==> config.mk <==
export PLATFORM = sky130hd
export DESIGN_NAME = seven_segment_number_formatter_unit
export DESIGN_NICKNAME = d
export VERILOG_FILES = /design/src/ssnf_pkg.sv /design/src/ssnf_conv.sv /design/src/seven_segment_number_formatter_unit.sv
export SDC_FILE = /design/constraint.sdc
export NUM_CORES = 1
export LEC_CHECK = 0
export ABC_CLOCK_PERIOD_IN_PS = 8400
export BUFFER_PORTS_ARGS = -buffer_cell sky130_fd_sc_hd__buf_2
export CAP_MARGIN = 20
export CORE_ASPECT_RATIO = 1.75
export CORE_MARGIN = 2
export CORE_UTILIZATION = 58
export CTS_CLUSTER_SIZE = 12
export DETAILED_ROUTE_END_ITERATION = 8
export PLACE_DENSITY_LB_ADDON = 0.3
export SLEW_MARGIN = 40
export SYNTH_ARGS = -nofsm -noshare
export SYNTH_HDL_FRONTEND = slang
export SYNTH_SLANG_ARGS = --single-unit
==> constraint.sdc <==
create_clock -name clk_i -period 8.4 [get_ports clk_i]
set_input_delay 0.42 -clock clk_i [delete_from_list [all_inputs] [get_ports clk_i]]
set_output_delay 0.42 -clock clk_i [all_outputs]
set_load 0.1 [all_outputs]
==> src/ssnf_pkg.sv <==
// Shared types, segment constants and digit decoder for the seven-segment number formatter.
package ssnf_pkg;

  typedef enum logic [0:0] {
    CmdInteger = 1'b0,
    CmdTenths  = 1'b1
  } cmd_e;

  typedef struct packed {
    cmd_e               cmd;
    logic signed [15:0] value;
  } in_t;

  typedef struct packed {
    logic [7:0] seg_pos1;
    logic [7:0] seg_pos2;
    logic [7:0] seg_pos3;
    logic [7:0] seg_pos4;
  } out_t;

  localparam int unsigned MagWidth = 14;

  localparam logic signed [15:0] PosLimit = 16'sd9999;
  localparam logic signed [15:0] NegLimit = -16'sd999;
  localparam logic [MagWidth-1:0] PosSatMag = 14'd9999;
  localparam logic [MagWidth-1:0] NegSatMag = 14'd999;

  localparam logic [7:0] SegBlank = 8'h00;
  localparam logic [7:0] SegMinus = 8'h40;
  localparam logic [7:0] SegPoint = 8'h80;

  // bit0 = a ... bit6 = g
  function automatic logic [7:0] digit_seg(input logic [3:0] d);
    logic [7:0] s;
    case (d)
      4'd0:    s = 8'h3F;
      4'd1:    s = 8'h06;
      4'd2:    s = 8'h5B;
      4'd3:    s = 8'h4F;
      4'd4:    s = 8'h66;
      4'd5:    s = 8'h6D;
      4'd6:    s = 8'h7D;
      4'd7:    s = 8'h07;
      4'd8:    s = 8'h7F;
      4'd9:    s = 8'h67;
      default: s = SegBlank;
    endcase
    return s;
  endfunction

endpackage

==> src/ssnf_conv.sv <==
// Saturation, decimal digit split and segment placement for one item.
module ssnf_conv import ssnf_pkg::*; (
  input  in_t  in_i,
  output out_t out_o
);

  logic                neg;
  logic [MagWidth-1:0] mag;
  logic [15:0]         neg_val;
  logic [26:0]         prod1;
  logic [26:0]         prod2;
  logic [27:0]         prod3;
  logic [9:0]          q1;
  logic [6:0]          q2;
  logic [3:0]          q3;
  logic [MagWidth-1:0] rem0;
  logic [9:0]          rem1;
  logic [6:0]          rem2;
  logic [3:0]          d0;
  logic [3:0]          d1;
  logic [3:0]          d2;
  logic [3:0]          d3;
  logic                ge10;
  logic                ge100;
  logic                ge1000;

  // Clamp to -999..9999 and take the magnitude.
  assign neg     = in_i.value[15];
  assign neg_val = 16'(-in_i.value);

  always_comb begin
    if (!neg) begin
      mag = (in_i.value > PosLimit) ? PosSatMag : in_i.value[MagWidth-1:0];
    end else if (in_i.value < NegLimit) begin
      mag = NegSatMag;
    end else begin
      mag = neg_val[MagWidth-1:0];
    end
  end

  // Quotients by 10, 100 and 1000 via reciprocal multiplies, exact for mag <= 9999.
  assign prod1 = {13'd0, mag} * 27'd6554;
  assign prod2 = {13'd0, mag} * 27'd5243;
  assign prod3 = {14'd0, mag} * 28'd8389;
  assign q1    = prod1[25:16];
  assign q2    = prod2[25:19];
  assign q3    = prod3[26:23];

  // Each digit is a quotient minus ten times the next one.
  assign rem0 = mag - 14'({4'd0, q1} * 14'd10);
  assign rem1 = q1 - 10'({3'd0, q2} * 10'd10);
  assign rem2 = q2 - 7'({3'd0, q3} * 7'd10);
  assign d0   = rem0[3:0];
  assign d1   = rem1[3:0];
  assign d2   = rem2[3:0];
  assign d3   = q3;

  assign ge10   = (mag > 14'd9);
  assign ge100  = (mag > 14'd99);
  assign ge1000 = (mag > 14'd999);

  always_comb begin
    out_o.seg_pos1 = ge1000 ? digit_seg(d3) : ((neg && ge100) ? SegMinus : SegBlank);
    out_o.seg_pos4 = digit_seg(d0);
    if (in_i.cmd == CmdTenths) begin
      // integer part in positions 1..3, tenths digit in position 4
      out_o.seg_pos2 = ge100 ? digit_seg(d2) : (neg ? SegMinus : SegBlank);
      out_o.seg_pos3 = digit_seg(d1) | SegPoint;
    end else begin
      out_o.seg_pos2 = ge100 ? digit_seg(d2) : ((neg && ge10) ? SegMinus : SegBlank);
      out_o.seg_pos3 = ge10 ? digit_seg(d1) : (neg ? SegMinus : SegBlank);
    end
  end

endmodule

==> src/seven_segment_number_formatter_unit.sv <==
// Top level: input register, converter and result register of the number formatter.
//
//   channel | signals                        | payload
//   --------+--------------------------------+---------------------------------
//   in      | in_valid_i / in_ready_o        | in_data_i  (cmd, value)
//   out     | out_valid_o / out_ready_i      | out_data_o (seg_pos1..seg_pos4)
//
// An accepted item is held in the input register, then captured in the result
// register; one item per cycle while the output is not stalled.
// The conversion sits between the input register and the result register.
// Reset empties both registers; payload registers are not reset.
// A stalled result holds the result register; the input register still fills
// and keeps accepting as soon as the result register can move.
module seven_segment_number_formatter_unit import ssnf_pkg::*; (
  input  logic clk_i,
  input  logic rst_ni,
  input  logic in_valid_i,
  output logic in_ready_o,
  input  in_t  in_data_i,
  output logic out_valid_o,
  input  logic out_ready_i,
  output out_t out_data_o
);

  logic in_valid_q;
  logic in_valid_d;
  in_t  in_q;
  logic out_valid_q;
  logic out_valid_d;
  out_t out_q;
  out_t conv_res;
  logic out_free;
  logic move;

  ssnf_conv u_conv (
    .in_i  (in_q),
    .out_o (conv_res)
  );

  assign out_free   = !out_valid_q || out_ready_i;
  assign move       = in_valid_q && out_free;
  assign in_ready_o = !in_valid_q || move;

  assign in_valid_d  = in_ready_o ? in_valid_i : in_valid_q;
  assign out_valid_d = out_free ? in_valid_q : out_valid_q;

  always_ff @(posedge clk_i or negedge rst_ni) begin
    if (!rst_ni) begin
      in_valid_q  <= 1'b0;
      out_valid_q <= 1'b0;
    end else begin
      in_valid_q  <= in_valid_d;
      out_valid_q <= out_valid_d;
    end
  end

  always_ff @(posedge clk_i) begin
    if (in_valid_i && in_ready_o) begin
      in_q <= in_data_i;
    end
    if (move) begin
      out_q <= conv_res;
    end
  end

  assign out_valid_o = out_valid_q;
  assign out_data_o  = out_q;

  a_accept_fills: assert property (@(posedge clk_i) disable iff (!rst_ni)
    (in_valid_i && in_ready_o) |=> in_valid_q)
    else $error("accepted item not held in input register");

  a_move_fills_out: assert property (@(posedge clk_i) disable iff (!rst_ni)
    move |=> (out_valid_q && out_q == $past(conv_res)))
    else $error("converted item not captured in result register");

  a_blocked_holds: assert property (@(posedge clk_i) disable iff (!rst_ni)
    (in_valid_q && !move) |=> (in_valid_q && $stable(in_q)))
    else $error("waiting item lost from input register");

  a_last_digit_lit: assert property (@(posedge clk_i) disable iff (!rst_ni)
    out_valid_o |-> (out_data_o.seg_pos4 != SegBlank))
    else $error("rightmost position blank on a valid result");

endmodule
[Word-level counts from Yosys, hierarchy flattened]
Memories as Yosys holds them, arrays and structs flattened. A register that Yosys moved wholly into a read port is not among the register bits.
Cells that the tools add are included.
Storage, ports and cells
  bits in read-only memories: 672
  output and inout bits: 34
  register bits: 51
  word-level logic and storage cells: 49
  input port bits: 21
  memories kept: 6
Cells by class
  muxes and demuxes: 11
  add/subtract/negate cells: 4
  reduce and logical (&&, ||, !) cells: 8
  order comparisons: 5
  multipliers: 6
Memory list
  (name not given): words 16, bits a word 7, rd ports 1, clocked after Yosys merged registers in 0, write ports 0, RTL line ssnf_pkg.sv:35  | case (d)
  (name not given): words 16, bits a word 7, rd ports 1, clocked after Yosys merged registers in 1, write ports 0, RTL line ssnf_pkg.sv:35
  (name not given): words 16, bits a word 7, rd ports 1, clocked after Yosys merged registers in 0, write ports 0, RTL line ssnf_pkg.sv:35
  (name not given): words 16, bits a word 7, rd ports 1, clocked after Yosys merged registers in 0, write ports 0, RTL line ssnf_pkg.sv:35
  (name not given): words 16, bits a word 7, rd ports 1, clocked after Yosys merged registers in 0, write ports 0, RTL line ssnf_pkg.sv:35
  (name not given): words 16, bits a word 7, rd ports 1, clocked after Yosys merged registers in 0, write ports 0, RTL line ssnf_pkg.sv:35
Operator list (number)
  two-way mux 14 bit: 3
  two-way mux 8 bit: 4
  multiplier 14 x 14 -> 27 bit (second input constant): 1
  multiplier 14 x 13 -> 26 bit (second input constant): 1
  multiplier 14 x 12 -> 25 bit (second input constant): 1
  two-way mux 7 bit: 3
  > comparator 16 x 15 -> 1 bit (second input constant): 1
  < comparator 16 x 11 -> 1 bit (second input constant): 1
  two-way mux 16 bit: 1
  > comparator 14 x 10 -> 1 bit (second input constant): 1
  > comparator 14 x 4 -> 1 bit (second input constant): 1
  > comparator 14 x 7 -> 1 bit (second input constant): 1
  negation 14 bit: 1
  subtractor 4 bit: 3
  multiplier 10 x 3 -> 3 bit (second input constant): 1
  multiplier 7 x 3 -> 3 bit (second input constant): 1
  logical AND 1 bit: 4
  multiplier 4 x 3 -> 3 bit (second input constant): 1
  logical NOT 1 bit: 2
  logical OR 1 bit: 2

[Longest topological paths before layout]
An unclocked memory read counts as a cell.
  depth after elaboration: 9
  depth in mapped cells: 37
  gate-level depth less buffers: 36

[By module]
Synthesis repeated with hierarchy kept, for this count alone.
Second synthesis, totals
  cells, all modules: 1134
  area, all modules: 10613.9 um^2
By module, submodules not included
  ssnf_conv: instances 1, sequential area each 0.0 um^2, cells each 1077, area an instance 9038.7 um^2
  seven_segment_number_formatter_unit: instances 1, sequential area each 1521.5 um^2, cells each 57, area an instance 1575.3 um^2

[Least setup slack after synthesis]
Ideal clock, no wire load.
  path type: reg-to-reg
  start point: reg in_q[0] in the netlist's numbering
  end point: reg out_q, in the netlist out_data_o[16] (data pin)
  buffers on the path: 0
  arrival time: 7.866 ns
  stages on the path, launching flop included: 34
  library setup time: 0.257 ns
  setup slack: 0.277 ns
  period minus slack after synthesis: 8.123 ns
  data required time: 8.143 ns
  cell sequence: edfxtp_1 > inv_1 > ha_1 > or3b_2 > nor3_1 > mux2i_1 > a221oi_2 > inv_1 > ha_1 > xor2_1 > ha_1 > inv_1 > fa_1 > inv_1 > fa_1 > ha_1 > ha_1 > nor3_1 > o21ai_0 > and2_1 > a21o_1 > a311o_1 > o221ai_1 > inv_1 > nor2_1 > inv_1 > ha_1 > or3b_2 > a21oi_1 > a311oi_1 > and2_1 > xnor2_1 > nand2_1 > a32o_1
RTL lines
  start: declaration: RTL line seven_segment_number_formatter_unit.sv:27  | in_t in_q;
  start signal: assignment: RTL line seven_segment_number_formatter_unit.sv:59  | in_q <= in_data_i;
  end signal: assignment: RTL line seven_segment_number_formatter_unit.sv:62  | out_q <= conv_res;
  end: declaration: RTL line seven_segment_number_formatter_unit.sv:30  | out_t out_q;

==> key figures <==
Timing
  – Final setup vio count: 0
  – Setup TNS: 0 ps
  – Max Slew Vio Count: 0
  – Post-layout minimum cycle time: between 8000 and 9000 ps
  – Slew headroom: 0.512
  – Worst-Margin Slew: 732 ps
  – Final Hold Viols: 0
  – Fmax: roughly 120 MHz
  – Final WS setup: between 300 and 400 ps
  – Fin crit share: 0.960
  – Clock skew: approximately 11 ps

Placed design
  – Port bufs: 51
  – Final HPWL DP: approximately 25000 um
  – Post-Place Worst Slack: -0.571 ps
  – Gpl congestion: 1.05

Critical path
  – Critical path class: register to register
  – CP Buf/Inv Count: 8
  – CP dominant cell by count: ha_1
  – Worst setup path start: in_q[4]$_DFFE_PP_
  – Slowest-stage cell, CP: fa_1
  – R2R Path End: out_data_o[16]$_DFFE_PP_
  – Worst path required time: approximately 8500 ps
  – Crit Path Max Fanout: 8
  – Crit start category: register
  – Crit path capture type: register
  – R2R cell count: 34
  – Largest stage delay, worst path: ~530 ps
  – Worst reg-to-reg setup slack: 330 ps
  – Worst R2R Start: in_q[4]$_DFFE_PP_
  – Family with the most delay on the worst path: adder cells
  – Critical Path AT: 8120 ps

Routing
  – Avg WL per Cell: a little under 20 um
  – Via Count: ~8300
  – Met1 Routed Length: ~9600 um
  – Routed WL: between 20000 and 30000 um
  – Avg Vias per Cell: roughly 5.6
  – DR DRC count: 0
  – Wire length on met2: ~15000 um
  – DR WL met3: roughly 1100 um
  – Initial DRC count: roughly 260
  – Remaining antenna violation count: 0
  – Top sig layer: met4
  – Pre-Repair DR Iteration Count: 5

Floorplanning
  – DIE AREA: 19300 um2
  – Num rows: between 60 and 70
  – I/O pins: 55
  – Die height: 182 um
  – Core Box Area: between 15000 and 20000 um2
  – Die Wd: between 100 and 150 um
  – Starting Density: 0.588

GRT
  – Pin count of the biggest net entering global routing: 29
  – Vias in the first global route: 8987
  – First-pass GRT wire length: 46100 um
  – Congestion Overflow GR: 0
  – Total track usage: 0.318
  – Initial antenna violation count: 0

Clock tree
  – CTS Buf Count: 5
  – Clock transition at path regs: about 70 ps
  – H-Tree Depth: 2
  – CTS sink cnt: 48
  – TritonCTS clock tree: yes
  – Clock Path Buffers: 2
  – Worst skew pair latency: ~300 ps
  – CTS root buf: clkbuf_16

Job
  – Maxcap violations: 0

Final layout
  – # diodes: 0
  – Layout cells sized above 1: 0.164
  – Nets: between 1500 and 2000
  – Layout area overhead: 13.7%
  – Fin util: 0.669

Synthesis
  – Largest cells by area after synthesis: ha_1, fa_1, edfxtp_1
  – FF+latch count, synth: 48
  – Area leader, netlist: ha_1
  – Post-synth EDFFs: 46
  – Synth async-reset ratio: 0.0417
  – Ys flop type: edfxtp_1
  – Post-synthesis sequential area ratio: 0.136
  – Area share of the largest cell type after synthesis: 0.265
  – Syn. warnings: 0
  – Yosys cell types: a little over 80
  – Syn_area_per_cell: 9.42 um2
  – Synth Cell Area: 10500 um2
  – Synth Instances: approximately 1100

Status
  – Status: complete, no violations

Hold path
  – Hold endpoint: in_q[1]$_DFFE_PP_
  – Worst hold-check path type: input port to register
  – Min-delay src: in_data_i[1]
  – Depth of the worst hold-timing path: 1
## logic make-up after synthesis
group,Yosys count,share of synthesized area
other,1,0.000356
buffers and inverters,300,0.111
xor gates and xnor gates,55,0.0505
muxes,10,0.00963
AOI/OAI and AO/OA,167,0.109
DFF,48,0.136
and+or+nand+nor,198,0.0995
adders and majority gates,338,0.484
## flip-flops by register name, indices dropped and copies added (netlist names)
| signal | count |
|---|---|
| out_data_o | 29 |
| in_q | 17 |
| in_valid_q | 1 |
| out_valid_o | 1 |
## metal layers
metal	global-route usage	vias up
li1	-	3942
met1	0.308	3974
met2	0.593	268
met3	0.0300	152
met4	0.268	0
met5	0	-
## worst max path at each step
stage                               endpoint  cells past startpoint
floorplan           out_data_o[16]$_DFFE_PP_                     33
CTS                 out_data_o[14]$_DFFE_PP_                     32
finish              out_data_o[16]$_DFFE_PP_                     34
detailed placement  out_data_o[14]$_DFFE_PP_                     32
global route        out_data_o[19]$_DFFE_PP_                     33
global placement    out_data_o[19]$_DFFE_PP_                     33
## stage by stage
stage          instance area [um2]  hold slack (ps)  std cells
6_report                     12000              301       1480
5_1_grt                      12000              293       1480
4_1_cts                      11700              296       1467
3_5_place_dp                 11500              214       1458
3_3_place_gp                 11500              209       1458
2_1_floorplan                10500              124       1119
## timing repair
| action | 4_1_cts | 5_1_grt |
|---|---|---|
| hold endpoints to repair | 2 | 0 |
| buffers inserted | 0 | 13 |
| setup endpoints to repair | 2 | 14 |
| gates resized for setup | 1 | 45 |
| hold buffers | 1 | 0 |
| pin swaps | 0 | 10 |
## area by class of cell
cell class              count  area (um2)
multi-input cells         771        8120
clock inverters             3        21.3
inverters                 283        1070
well taps                 234         293
repair buffers            136         908
fillers                  1467        5930
clock buffers               5         125
flip-flops and latches     48        1430
## layout by cell type (no fill, tap or decap), types with 21 or more instances in the layout
cell type,Yosys,routed
nor2_1,48,46
buf_4,5,83
buf_2,2,51
nand2_1,38,38
ha_1,223,214
a21oi_1,39,36
o21ai_0,27,21
xnor2_1,37,36
inv_1,281,278
fa_1,115,115
edfxtp_1,46,46
## synthesized netlist by cell type (4+ instances only)
cell / n
ha_1: 223
nand3_1: 10
a21o_1: 13
xnor2_1: 37
nand2b_1: 13
fa_1: 115
a31oi_1: 7
nor3_1: 13
nand2_1: 38
a211oi_1: 11
and2_1: 14
o31ai_1: 4
o211ai_1: 7
buf_4: 5
o21ai_0: 27
nor2b_1: 8
xor2_1: 14
and3_1: 12
o22ai_1: 4
nor2_1: 48
clkbuf_1: 7
nand3b_1: 9
a21oi_1: 39
o21a_1: 8
edfxtp_1: 46
inv_1: 281
or2_2: 5
mux2i_1: 9
o21bai_1: 5
nand4_1: 7
Power is not shown: default switching activity piles up to over one toggle a cycle in this logic, so the estimate is an artifact.
